`src/rtl/gsaf_pkg.sv`:
```
package gsaf_pkg;

  // Direction class of a square as seen from the turret square.
  typedef enum logic [3:0] {
    DIR_CENTER,
    DIR_UP,
    DIR_DOWN,
    DIR_LEFT,
    DIR_RIGHT,
    QUAD_UR,
    QUAD_DR,
    QUAD_DL,
    QUAD_UL
  } dir_t;

  // One classified beat, as passed from the front end to the back end.
  typedef struct packed {
    logic [9:0]  square_id;
    logic        in_range;
    dir_t        dir;
    logic [4:0]  ax;
    logic [4:0]  ay;
    logic [10:0] dist_sq;
  } item_t;

  localparam int GridW      = 5;
  localparam int RootW      = 22;
  localparam int RemW       = 24;
  localparam int VecW       = 24;
  localparam int AngW       = 25;
  localparam int SqrtSteps  = 22;
  localparam int CordicIter = 20;
  localparam int KW         = 23;

  // Angle constants in degrees with 16 fraction bits.
  localparam logic [AngW-1:0] Deg90  = 25'd5898240;
  localparam logic [AngW-1:0] Deg180 = 25'd11796480;
  localparam logic [AngW-1:0] Deg270 = 25'd17694720;
  localparam logic [AngW-1:0] Deg360 = 25'd23592960;

  // Flow: (2.27*d + 1.69) in Q8.8, rounded half up.
  localparam logic [7:0]  FlowGain   = 8'd227;
  localparam logic [29:0] FlowOffset = 30'd11088384;
  // Reciprocals for constant division: 100 (shift 29), 45 (shift 36), 10 (shift 25).
  localparam logic [22:0] Recip100   = 23'd5368710;
  localparam logic [30:0] Recip45    = 31'd1527099484;
  localparam logic [21:0] Recip10    = 22'd3355444;
  localparam logic [12:0] CenterSteps = 13'd999;

  // Arctangent of 2^-i in degrees, 16 fraction bits.
  function automatic logic [VecW-1:0] atan_deg(input int i);
    logic [VecW-1:0] v;
    case (i)
      0:       v = 24'd2949120;
      1:       v = 24'd1740967;
      2:       v = 24'd919879;
      3:       v = 24'd466945;
      4:       v = 24'd234379;
      5:       v = 24'd117304;
      6:       v = 24'd58666;
      7:       v = 24'd29335;
      8:       v = 24'd14668;
      9:       v = 24'd7334;
      10:      v = 24'd3667;
      11:      v = 24'd1833;
      12:      v = 24'd917;
      13:      v = 24'd458;
      14:      v = 24'd229;
      15:      v = 24'd115;
      16:      v = 24'd57;
      17:      v = 24'd29;
      18:      v = 24'd14;
      19:      v = 24'd7;
      default: v = '0;
    endcase
    return v;
  endfunction

endpackage

```
`src/rtl/gsaf_queue.sv`:
```
module gsaf_queue import gsaf_pkg::*; (
  input  logic  clk,
  input  logic  rst,
  input  logic  push,
  input  item_t push_item,
  output logic  full,
  output logic  pop_valid,
  output item_t pop_item
);

  item_t      mem [2];
  logic       wr_ptr;
  logic       rd_ptr;
  logic [1:0] count;
  logic       pop;

  // The back end never stalls, so every stored beat leaves at once.
  assign pop  = (count != 2'd0);
  assign full = (count == 2'd2);

  always_ff @(posedge clk) begin
    if (rst) begin
      wr_ptr    <= 1'b0;
      rd_ptr    <= 1'b0;
      count     <= 2'd0;
      pop_valid <= 1'b0;
    end else begin
      if (push) begin
        wr_ptr <= ~wr_ptr;
      end
      if (pop) begin
        rd_ptr <= ~rd_ptr;
      end
      count     <= count + 2'(push) - 2'(pop);
      pop_valid <= pop;
    end
  end

  // Storage, written and read with registered data.
  always_ff @(posedge clk) begin
    if (push) begin
      mem[wr_ptr] <= push_item;
    end
    pop_item <= mem[rd_ptr];
  end

endmodule

```
`config.mk`:
```
export PLATFORM = sky130hd
export DESIGN_NAME = gsaf_queue
export DESIGN_NICKNAME = d
export VERILOG_FILES = /design/src/rtl/gsaf_pkg.sv /design/src/rtl/gsaf_queue.sv
export SDC_FILE = /design/constraint.sdc
export NUM_CORES = 1
export LEC_CHECK = 0
export BUFFER_PORTS_ARGS = -buffer_cell sky130_fd_sc_hd__buf_2
export CAP_MARGIN = 40
export CORE_ASPECT_RATIO = 0.8
export CORE_MARGIN = 2
export CORE_UTILIZATION = 53
export CTS_CLUSTER_DIAMETER = 200
export DETAILED_ROUTE_END_ITERATION = 10
export HOLD_SLACK_MARGIN = 0.12
export PLACE_DENSITY_LB_ADDON = 0.05
export SKIP_LAST_GASP = 1
export SLEW_MARGIN = 20
export SYNTH_ARGS = -nofsm -noshare
export SYNTH_HDL_FRONTEND = slang
export SYNTH_SLANG_ARGS = --single-unit
```
`constraint.sdc`:
```
create_clock -name clk -period 2.7 [get_ports clk]
set_input_delay 0.135 -clock clk [delete_from_list [all_inputs] [get_ports clk]]
set_output_delay 0.135 -clock clk [all_outputs]
set_load 0.005 [all_outputs]
```
==> impl_metrics.env <==
export IMPL_hp_class="in2reg"
export IMPL_io_pins=77
export IMPL_rsz0062_at_grt="false"
export IMPL_place_area_sq_mm=0.00410
export IMPL_final_util_pct=78.4
export IMPL_dieArea_sq_mm=0.00749
export IMPL_final_area_sq_mm=0.00507
export IMPL_gp_congestion=0.693
export IMPL_dp_hpwl_um=3260
export IMPL_ant_nets=0
export IMPL_rows=26
export IMPL_htreeDepth=4
export IMPL_grt_max_degree=37
export IMPL_outcome="finished, final reports clean"
export IMPL_nFillCells=355
export IMPL_setup_viol=0
export IMPL_yosysWarningCount=0
export IMPL_placed_cells=328
export IMPL_io_buffers=76
export IMPL_p_leak_nw=2.04
export IMPL_maxSlewViolCount=0
export IMPL_synth_top_area_share_pct=59.9
export IMPL_fmax_ghz=0.648
export IMPL_grt_pass1_vias=1842
export IMPL_cap_violations=0
export IMPL_synth_top_area_cell="edfxtp_1"
export IMPL_cp_end_kind="flop"
export IMPL_power_density_mw_per_mm2=879
export IMPL_ir_drop_mv=0.673
export IMPL_cts_resized=0
export IMPL_diodes=0
export IMPL_holdBufCountCts=38
export IMPL_final_cells=398
export IMPL_die_width_um=96.3
export IMPL_drtPass1Iterations=7
export IMPL_wirelength_um=5840
export IMPL_p_total_mw=4.46
export IMPL_start_util_pct=55.7
export IMPL_grt_pass1_wl_um=8810
export IMPL_drt_iter0_drc=98
export IMPL_cp_arrival_ps=1930
export IMPL_numCtsBuffers=17
export IMPL_cts_root_buf="clkbuf_8"
export IMPL_core_area_sq_mm=0.00647
export IMPL_overflow=0
export IMPL_hold_viol=0
export IMPL_synth_edff_count=72
export IMPL_yosys_top_cells_area="edfxtp_1, dfxtp_1, mux2_4, mux2_2, buf_6"
export IMPL_track_usage_pct=16.9
export IMPL_async_flop_share_pct=0
export IMPL_syn_to_final_growth_pct=40.6
export IMPL_yosysSeqAreaShare_pct=82.7
export IMPL_cts_path_max_buffers=2
export IMPL_final_nets=341
export IMPL_clk_pin_slew_worst_paths_ps=50
export IMPL_yosysMostFrequentCell="edfxtp_1"
export IMPL_max_slew_worst_pin_slew_ps=492
export IMPL_num_vias=1861
export IMPL_worstPathRequired_ps=3080
export IMPL_worst_slew_margin_rel_pct=67.2
export IMPL_worstSkewPairLatency_ps=500
export IMPL_grt_antenna_before_repair=0
export IMPL_cts_tree="yes"
export IMPL_cp_start_kind="flop"
export IMPL_ys_flop_type="edfxtp_1"
export IMPL_tns_ps=0
export IMPL_via_per_inst=4.68
export IMPL_critPathMaxFanout=20
export IMPL_post_route_period_util_pct=57.2
export IMPL_routedWlPerCell_um=14.7
export IMPL_synthCells=169
export IMPL_clock_sinks=113
export IMPL_skew_ps=8.93
export IMPL_synth_seq_cells=113
export IMPL_die_h_um=77.8
export IMPL_synth_cell_types=16
export IMPL_min_period_ps=1540
export IMPL_drive_gt1_share_pct=47.1
export IMPL_synth_area_sq_mm=0.00361
export IMPL_synth_common_cells="edfxtp_1, dfxtp_1, mux2_2, mux2_4, nor2b_1"
export IMPL_drc=0
export IMPL_criticalPathCategory="reg2reg"
export IMPL_avgSynthCellArea_sq_um=21.4
export IMPL_synth_nets=209
export IMPL_postCtsSetupRepairBufs=0
[state kept, by name (all words and copies together), names as in the netlist]
signal     count
mem           72
count          2
wr_ptr         1
pop_item      36
pop_valid      1
rd_ptr         1
[final timing paths]
| path | from | to | slack (ps) | cells past startpoint |
|---|---|---|---|---|
| worst min register to register | mem[1][13] | pop_item[13] | 470 | 1 |
| worst min-delay path | push_item[12] | mem[1][12] | 350 | 2 |
| worst max register to register | rd_ptr | pop_item[16] | 1160 | 2 |
| worst max-delay path | rd_ptr | pop_item[16] | 1160 | 2 |
[kinds of logic (layout without fill, tap and decap cells)]
| logic type | after synthesis | after routing | share of synthesized area (%) |
|---|---|---|---|
| multiplexers | 36 | 36 | 13.1 |
| buffers and inverters | 4 | 149 | 1.07 |
| AND/OR/NAND/NOR | 11 | 11 | 1.94 |
| flip-flops | 113 | 113 | 82.7 |
| adder cells (fa/ha/maj) | 1 | 1 | 0.347 |
| AO/OA/AOI/OAI | 3 | 3 | 0.624 |
| XOR/XNOR | 1 | 1 | 0.243 |
[power by group]
group,leakage (nW),internal [mW],switching [mW]
combinational,0.726,0.163,0.108
clock,0.294,1.49,0.688
sequential,1.02,1.97,0.0390
[layout by cell type (no fill, tap or decap)]
master,n
dfxtp_1,40
dfxtp_2,1
o21a_1,1
clkinv_1,1
dlygate4sd3_1,38
buf_12,1
nand3b_1,1
buf_2,76
mux2_4,18
bufinv_16,3
nor3_2,2
edfxtp_1,72
nor2b_4,1
clkbuf_8,5
clkinv_2,3
xnor2_1,1
buf_4,2
clkbuf_16,16
nor2b_1,3
and2_2,1
nor2_1,3
ha_1,1
clkbuf_1,4
mux2_2,18
a21oi_1,1
a21bo_2,1
[critical path: stages, from the launching register on]
cell and delay [ps]:
dfxtp_2 600, buf_4 430, mux2_2 380
[routing by layer]
layer / routed length (um) / vias to the layer above / global-route usage, %
met3: 324 / 12 / 6.89
met2: 2860 / 62 / 26.6
met4: 112 / 0 / 9.43
li1: - / 897 / -
met1: 2540 / 890 / 19.4
met5: 0 / - / 0
[layout make-up]
type                            count  area (sq um)  area share [%]
Sequential cell                   113          2980            58.8
Timing Repair Buffer              117           796            15.7
Multi-Input combinational cell     52           596            11.7
Clock buffer                       25           484            9.54
Clock inverter                      7           109            2.15
Tap cell                           84           105            2.07
[per-stage QoR]
stage                     hold WS (ps)  worst slack, ps
final                              354             1160
after global placement             325             1130
after CTS                          325             1110
after detailed placement           327             1140
after global routing               341             1070
after floorplan                    204              323
No activity file was read; power rests on OpenSTA's default activity.
