### src/rtl/gsaf_pkg.sv
package gsaf_pkg;

  // Direction class of a square as seen from the turret square.
  typedef enum logic [3:0] {
    DIR_CENTER,
    DIR_UP,
    DIR_DOWN,
    DIR_LEFT,
    DIR_RIGHT,
    QUAD_UR,
    QUAD_DR,
    QUAD_DL,
    QUAD_UL
  } dir_t;

  // One classified beat, as passed from the front end to the back end.
  typedef struct packed {
    logic [9:0]  square_id;
    logic        in_range;
    dir_t        dir;
    logic [4:0]  ax;
    logic [4:0]  ay;
    logic [10:0] dist_sq;
  } item_t;

  localparam int GridW      = 5;
  localparam int RootW      = 22;
  localparam int RemW       = 24;
  localparam int VecW       = 24;
  localparam int AngW       = 25;
  localparam int SqrtSteps  = 22;
  localparam int CordicIter = 20;
  localparam int KW         = 23;

  // Angle constants in degrees with 16 fraction bits.
  localparam logic [AngW-1:0] Deg90  = 25'd5898240;
  localparam logic [AngW-1:0] Deg180 = 25'd11796480;
  localparam logic [AngW-1:0] Deg270 = 25'd17694720;
  localparam logic [AngW-1:0] Deg360 = 25'd23592960;

  // Flow: (2.27*d + 1.69) in Q8.8, rounded half up.
  localparam logic [7:0]  FlowGain   = 8'd227;
  localparam logic [29:0] FlowOffset = 30'd11088384;
  // Reciprocals for constant division: 100 (shift 29), 45 (shift 36), 10 (shift 25).
  localparam logic [22:0] Recip100   = 23'd5368710;
  localparam logic [30:0] Recip45    = 31'd1527099484;
  localparam logic [21:0] Recip10    = 22'd3355444;
  localparam logic [12:0] CenterSteps = 13'd999;

  // Arctangent of 2^-i in degrees, 16 fraction bits.
  function automatic logic [VecW-1:0] atan_deg(input int i);
    logic [VecW-1:0] v;
    case (i)
      0:       v = 24'd2949120;
      1:       v = 24'd1740967;
      2:       v = 24'd919879;
      3:       v = 24'd466945;
      4:       v = 24'd234379;
      5:       v = 24'd117304;
      6:       v = 24'd58666;
      7:       v = 24'd29335;
      8:       v = 24'd14668;
      9:       v = 24'd7334;
      10:      v = 24'd3667;
      11:      v = 24'd1833;
      12:      v = 24'd917;
      13:      v = 24'd458;
      14:      v = 24'd229;
      15:      v = 24'd115;
      16:      v = 24'd57;
      17:      v = 24'd29;
      18:      v = 24'd14;
      19:      v = 24'd7;
      default: v = '0;
    endcase
    return v;
  endfunction

endpackage

### src/rtl/gsaf_front.sv
module gsaf_front import gsaf_pkg::*; #(
  parameter int MAX_GRID = 25
) (
  input  logic             clk,
  input  logic             rst,
  input  logic             cfg_we,
  input  logic [GridW-1:0] cfg_wdata,
  input  logic             accept,
  input  logic [GridW-1:0] column,
  input  logic [GridW-1:0] row,
  input  logic             push_ok,
  output logic             item_valid,
  output item_t            item
);

  localparam logic [GridW-1:0] GridMax = GridW'(MAX_GRID);

  logic [GridW-1:0] grid_size;
  logic [GridW-1:0] g;
  logic [3:0]       t;
  logic signed [6:0] dx, dy;
  logic [4:0]       ax, ay;
  logic [9:0]       pos;
  item_t            item_next;

  // Grid size register.
  always_ff @(posedge clk) begin
    if (rst) begin
      grid_size <= 5'd25;
    end else if (cfg_we) begin
      grid_size <= cfg_wdata;
    end
  end

  // Classify the square against the turret square.
  always_comb begin
    if (grid_size == '0) begin
      g = 5'd1;
    end else if (grid_size > GridMax) begin
      g = GridMax;
    end else begin
      g = grid_size;
    end
    t   = 4'((g - 5'd1) >> 1);
    dx  = $signed({2'b00, column}) - $signed({3'b000, t});
    dy  = $signed({2'b00, row}) - $signed({3'b000, t});
    ax  = dx[6] ? 5'(-dx) : dx[4:0];
    ay  = dy[6] ? 5'(-dy) : dy[4:0];
    pos = 10'(row * g) + 10'(column);
    item_next.square_id = 10'd624 - pos;
    item_next.in_range  = (column < g) && (row < g);
    item_next.ax        = ax;
    item_next.ay        = ay;
    item_next.dist_sq   = 11'(ax * ax) + 11'(ay * ay);
    if (dx == 0 && dy == 0) begin
      item_next.dir = DIR_CENTER;
    end else if (dx == 0) begin
      item_next.dir = dy[6] ? DIR_UP : DIR_DOWN;
    end else if (dy == 0) begin
      item_next.dir = dx[6] ? DIR_LEFT : DIR_RIGHT;
    end else if (!dx[6]) begin
      item_next.dir = dy[6] ? QUAD_UR : QUAD_DR;
    end else begin
      item_next.dir = dy[6] ? QUAD_UL : QUAD_DL;
    end
  end

  // Holding register; it empties into the queue when there is room.
  always_ff @(posedge clk) begin
    if (rst) begin
      item_valid <= 1'b0;
    end else begin
      item_valid <= accept | (item_valid & ~push_ok);
    end
  end

  always_ff @(posedge clk) begin
    if (accept) begin
      item <= item_next;
    end
  end

endmodule

### config.mk
export PLATFORM = sky130hd
export DESIGN_NAME = gsaf_front
export DESIGN_NICKNAME = d
export VERILOG_FILES = /design/src/rtl/gsaf_pkg.sv /design/src/rtl/gsaf_front.sv
export SDC_FILE = /design/constraint.sdc
export NUM_CORES = 1
export LEC_CHECK = 0
export ABC_CLOCK_PERIOD_IN_PS = 7800
export BUFFER_PORTS_ARGS = -buffer_cell sky130_fd_sc_hd__buf_4
export CAP_MARGIN = 40
export CORE_MARGIN = 1
export CORE_UTILIZATION = 50
export DETAILED_ROUTE_END_ITERATION = 10
export GPL_TIMING_DRIVEN = 0
export HOLD_SLACK_MARGIN = 0.15
export PLACE_DENSITY = 0.73
export SLEW_MARGIN = 20
export SYNTH_ARGS = -nofsm -noshare
export SYNTH_HDL_FRONTEND = slang
export SYNTH_SLANG_ARGS = --single-unit
### constraint.sdc
create_clock -name clk -period 7.8 [get_ports clk]
set_input_delay 0.39 -clock clk [delete_from_list [all_inputs] [get_ports clk]]
set_output_delay 0.39 -clock clk [all_outputs]
set_load 0.01 [all_outputs]
==> impl_metrics.env, run 1 <==
export IMPL_drt_iter0_drc=113
export IMPL_wirelength_um=9480
export IMPL_hold_violations=0
export IMPL_status="completed"
export IMPL_drt_pass1_iterations=4
export IMPL_syn_area_mm2=0.00480
export IMPL_period_minus_slack_ps=7510
export IMPL_cpMostUsedCell="fa_1"
export IMPL_synth_xor_area_share=0.0641
export IMPL_synth_fa_ha_area_frac=0.353
export IMPL_route_met3_wl_um=314
export IMPL_period_share=0.963
export IMPL_r2r_slack_ps=290
export IMPL_coreArea_mm2=0.00928
export IMPL_drive_above_1_share=0.188
export IMPL_end_kind="flop"
export IMPL_io_pins=57
export IMPL_hpwl_um=7540
export IMPL_fin_nets=682
export IMPL_final_area_mm2=0.00558
export IMPL_die_area_mm2=0.0100
export IMPL_synth_top_flop_cell="edfxtp_1"
export IMPL_maxCapViolations=0
export IMPL_power_density_mw_per_mm2=492
export IMPL_synthMuxAreaShare=0.00625
export IMPL_clock_path_buffers=2
export IMPL_cp_data_required_time_ps=7870
export IMPL_slowest_delay_ps=580
export IMPL_crit_path_top_delay_cell="fa_1"
export IMPL_crit_buf_inv=5
export IMPL_worstPathArrival_ps=7580
export IMPL_ctsRootBufferMaster="clkbuf_8"
export IMPL_synth_edf_count=36
export IMPL_fin_tns_setup_ps=0
export IMPL_cellLeakagePower_nw=2.68
export IMPL_max_slew_margin=0.542
export IMPL_n_antenna_cell=0
export IMPL_vias=3494
export IMPL_cts_sinks=42
export IMPL_cts_tree="built"
export IMPL_finalWorstSetupSlack_ps=289
export IMPL_postSynthCellCount=482
export IMPL_die_y_um=100
export IMPL_ys_ff_latch=42
export IMPL_yosys_area_top_type="edfxtp_1"
export IMPL_clk_latency_ps=310
export IMPL_ir_worst_vdd_v=0.000512
export IMPL_grt_pass1_vias=3340
export IMPL_placedCellCount=666
export IMPL_setup_violations=0
export IMPL_area_growth_pct=16.3
export IMPL_wl_met1_um=4520
export IMPL_grtUsageTotal=0.205
export IMPL_syn_nets=616
export IMPL_synth_compound_area_share=0.111
export IMPL_ys_warn_count=0
export IMPL_mostFrequentLayoutCells="inv_1 (83), ha_1 (75), buf_4 (62)"
export IMPL_clkTransAtPathRegs_ps=90
export IMPL_critical_path_top_delay_family="adder cells"
export IMPL_numPortBuffers=55
export IMPL_finalPower_mw=2.75
export IMPL_max_freq_mhz=133
export IMPL_dpl_worst_slack_ps=-421
export IMPL_wire_per_inst_um=14.0
export IMPL_drcViolationCount=0
export IMPL_dpl_cell_area_mm2=0.00538
export IMPL_crit_path_start_kind="flop"
export IMPL_highest_layer="met4"
export IMPL_synth_seq_area_share=0.250
export IMPL_synth_async_sr_flop_share=0
export IMPL_syn_area_per_cell_um2=9.96
export IMPL_fin_worst_skew_ps=7.12
export IMPL_overflow=0
export IMPL_whs_ps=249
export IMPL_gp_congestion=0.884
export IMPL_synthSimpleGateAreaFrac=0.138
export IMPL_layout_commonest_cell="inv_1"
export IMPL_path_max_fanout=10
export IMPL_crit_type="flop to flop"
export IMPL_antenna_found_initial=0
export IMPL_final_util=0.601
export IMPL_via_per_inst=5.15
export IMPL_cts_max_level=2
export IMPL_synth_area_top_cells="edfxtp_1 (23%), ha_1 (20%), fa_1 (15%), inv_1 (6.5%), nor2_1 (4.2%)"
export IMPL_core_rowCount=35
export IMPL_synth_top_family_by_area="adder cells"
export IMPL_drv_slew=0
export IMPL_finalNonFillerCells=678
export IMPL_wl_met2_um=4520
export IMPL_cts_buffers=5
export IMPL_grt_max_degree=38
export IMPL_initial_core_util=0.517
export IMPL_die_x_um=100
export IMPL_worstMarginPinSlew_ps=681
export IMPL_synth_top_area_share=0.225
export IMPL_hp_class="input port to flop"
export IMPL_grt_pass1_wl_um=16000
export IMPL_yosysUniqueCellTypes=61
export IMPL_ant_nets=0
[synth_stat cells (6+ instances only)]
cell / n
inv_1: 83
ha_1: 78
nor2_1: 54
edfxtp_1: 36
fa_1: 36
nand2_1: 24
xnor2_1: 15
a21oi_1: 13
nand2b_1: 10
nor2b_1: 10
o21ai_0: 10
and2_1: 9
o211ai_1: 7
dfxtp_1: 6
[state kept, by name, indices dropped and copies added, names as in the netlist]
register / cells
item: 36
grid_size: 5
item_valid: 1
[routing by layer]
| layer | global-route usage | up-vias |
|---|---|---|
| li1 | - | 1735 |
| met1 | 0.277 | 1684 |
| met2 | 0.346 | 65 |
| met3 | 0.0272 | 10 |
| met4 | 0.0580 | 0 |
| met5 | 0 | - |
[layout make-up]
| cell class | count | area [um^2] |
|---|---|---|
| repair buffers | 60 | 450 |
| clock buffers | 5 | 68.8 |
| plain buffers | 9 | 51.3 |
| well taps | 129 | 161 |
| flip-flops and latches | 42 | 1200 |
| inverters | 85 | 319 |
| clock inverters | 3 | 21.3 |
| multi-input cells | 345 | 3310 |
| fillers | 812 | 3700 |
[power by group]
group | internal [mW] | switching, mW | total (mW) | leakage (nW)
combinational | 1.04 | 1.09 | 2.14 | 2.23
clock | 0.0630 | 0.0858 | 0.149 | 0.0441
sequential | 0.443 | 0.0183 | 0.461 | 0.401
[repair_timing]
item | 4_1_cts | 5_1_grt
setup endpoints to repair | 3 | 3
setup buffers | 1 | 4
pin swaps | 3 | 4
hold buffers | 0 | 0
gates resized for setup | 4 | 15
[path summary, 6_finish.rpt]
kind | startpoint | endpoint | cells past startpoint
max | grid_size[2] | item[10] | 28
min | rst | grid_size[1] | 2
max reg2reg | grid_size[2] | item[10] | 28
min reg2reg | item_valid | item_valid | 2
[worst reg2reg max path: cells and delay by family (launching register included)]
family	cells	cell delay [ps]
DFF	1	320
and+or+nand+nor	5	820
buffers and inverters	5	520
xor gates and xnor gates	3	520
AOI/OAI and AO/OA	7	1820
adders and majority gates	8	3290
[cells by family (layout without fill, tap and decap cells)]
logic type	Yosys count	count (layout)
and+or+nand+nor	133	133
muxes	3	3
xor gates and xnor gates	27	27
AOI/OAI and AO/OA	68	68
buffers and inverters	95	162
adders and majority gates	114	114
DFF	42	42
Note: power is estimated with default switching activity, not from simulation.
==> run 2: changes to the inputs <==
--- a/config.mk
+++ b/config.mk
@@ -5,7 +5,6 @@
 export SDC_FILE = /design/constraint.sdc
 export NUM_CORES = 1
 export LEC_CHECK = 0
-export ABC_CLOCK_PERIOD_IN_PS = 7800
 export BUFFER_PORTS_ARGS = -buffer_cell sky130_fd_sc_hd__buf_4
 export CAP_MARGIN = 40
 export CORE_MARGIN = 1
@@ -14,6 +13,7 @@
 export GPL_TIMING_DRIVEN = 0
 export HOLD_SLACK_MARGIN = 0.15
 export PLACE_DENSITY = 0.73
+export RECOVER_POWER = 100
 export SLEW_MARGIN = 20
 export SYNTH_ARGS = -nofsm -noshare
 export SYNTH_HDL_FRONTEND = slang
==> run 2 against run 1 <==
Effect of this change: the run now ends with max-capacitance violations, max-slew violations left; wire length barely moved; hold slack got worse by 0.60 ps; die area did not move; critical path type unchanged; largest power group unchanged.
==> impl_metrics.env, run 2 (synthesis gave the netlist of run 1 again) <==
export IMPL_status="complete, but fails checks"
export IMPL_violations="max-capacitance violations, max-slew violations"
export IMPL_grt_pass1_vias=3340
export IMPL_ctsRootBufferMaster="clkbuf_8"
export IMPL_maxCapViolations=1
export IMPL_finalPower_mw=2.70
export IMPL_gp_congestion=0.884
export IMPL_drive_above_1_share=0.115
export IMPL_grtUsageTotal=0.205
export IMPL_io_pins=57
export IMPL_die_x_um=100
export IMPL_wirelength_um=9480
export IMPL_cts_max_level=2
export IMPL_power_density_mw_per_mm2=497
export IMPL_hold_violations=0
export IMPL_via_per_inst=5.14
export IMPL_clkTransAtPathRegs_ps=90
export IMPL_r2r_slack_ps=290
export IMPL_ant_nets=0
export IMPL_cts_buffers=5
export IMPL_whs_ps=249
export IMPL_drcViolationCount=0
export IMPL_top_regs="item (36), grid_size (5), item_valid (1)"
export IMPL_ctsHoldBuffers=0
export IMPL_worstPathArrival_ps=7580
export IMPL_initial_core_util=0.517
export IMPL_cpMostUsedCell="fa_1"
export IMPL_fin_worst_skew_ps=7.05
export IMPL_path_max_fanout=10
export IMPL_finalNonFillerCells=678
export IMPL_area_growth_pct=13.1
export IMPL_max_freq_mhz=133
export IMPL_max_slew_margin=-0.418
export IMPL_wire_per_inst_um=14.0
export IMPL_cp_data_required_time_ps=7870
export IMPL_fin_tns_setup_ps=0
export IMPL_finalWorstSetupSlack_ps=289
export IMPL_antenna_found_initial=0
export IMPL_numPortBuffers=55
export IMPL_core_rowCount=35
export IMPL_drv_slew=38
export IMPL_overflow=0
export IMPL_grt_max_degree=38
export IMPL_placedCellCount=666
export IMPL_slowest_delay_ps=580
export IMPL_clock_path_buffers=2
export IMPL_crit_path_top_delay_cell="fa_1"
export IMPL_cts_tree="built"
export IMPL_drt_iter0_drc=117
export IMPL_n_fill_cell=854
export IMPL_n_antenna_cell=0
export IMPL_ir_worst_vdd_v=0.000512
export IMPL_end_kind="flop"
export IMPL_clk_latency_ps=310
export IMPL_grt_pass1_wl_um=16000
export IMPL_setup_violations=0
export IMPL_die_y_um=100
export IMPL_coreArea_mm2=0.00928
export IMPL_period_minus_slack_ps=7510
export IMPL_hpwl_um=7540
export IMPL_multiInputGateArea_mm2=0.00331
export IMPL_fin_nets=682
export IMPL_layout_commonest_cell="inv_1"
export IMPL_cellLeakagePower_nw=2.53
export IMPL_dpl_worst_slack_ps=-421
export IMPL_vias=3488
export IMPL_drt_pass1_iterations=4
export IMPL_mostFrequentLayoutCells="inv_1 (83), ha_1 (75), nor2_1 (54)"
export IMPL_period_share=0.963
export IMPL_crit_type="flop to flop"
export IMPL_largest_register_ffs=36
export IMPL_worstMarginPinSlew_ps=2130
export IMPL_cts_sinks=42
export IMPL_hp_class="input port to flop"
export IMPL_crit_path_start_kind="flop"
export IMPL_regMostFlops="item"
export IMPL_register_area_mm2=0.00120
export IMPL_die_area_mm2=0.0100
==> run 2: worst paths after layout <==
check,startpoint,endpoint,cells past startpoint
worst max register to register,grid_size[2],item[10],28
worst max-delay path,grid_size[2],item[10],28
worst min-delay path,rst,grid_size[1],2
worst min register to register,item_valid,item_valid,2
==> run 2: metrics by stage <==
stage,instance area [um^2],util
3_3_place_gp,5380,0.579
2_1_floorplan,4800,-
4_1_cts,5480,0.590
5_1_grt,5430,0.585
6_report,5430,0.585
3_5_place_dp,5380,0.579
==> run 2: area by class of cell <==
type                    instances  share of cell area
well taps                     129              0.0297
repair buffers                 60              0.0553
clock buffers                   5              0.0127
flip-flops and latches         42               0.221
multi-input cells             345               0.609
plain buffers                   9             0.00944
inverters                      85              0.0587
clock inverters                 3             0.00392
==> run 2: critical path, delay by kind of cell (launching register included) <==
family          cells  cell delay [ps]
fa+ha+maj           8             3290
xor+xnor            3              520
flops               1              320
simple gates        5              810
buf+inv             5              520
compound gates      7             1820
==> run 2: metal layers <==
layer / global-route usage / up-vias / share of wire
li1: - / 1736 / -
met1: 0.277 / 1681 / 0.47
met2: 0.346 / 61 / 0.48
met3: 0.0272 / 10 / 0.034
met4: 0.0580 / 0 / 0.014
met5: 0 / - / 0
==> run 2: what timing repair did <==
action / CTS / global route
setup buffers: 1 / 4
resized for setup: 4 / 15
pin swaps: 3 / 4
gates cloned: 0 / 0
endpoints found under the setup margin: 3 / 3
==> run 2: power breakdown <==
part | total (mW) | internal [mW] | switching, mW
combinational | 2.09 | 0.997 | 1.10
sequential | 0.459 | 0.443 | 0.0165
clock | 0.149 | 0.0630 | 0.0863
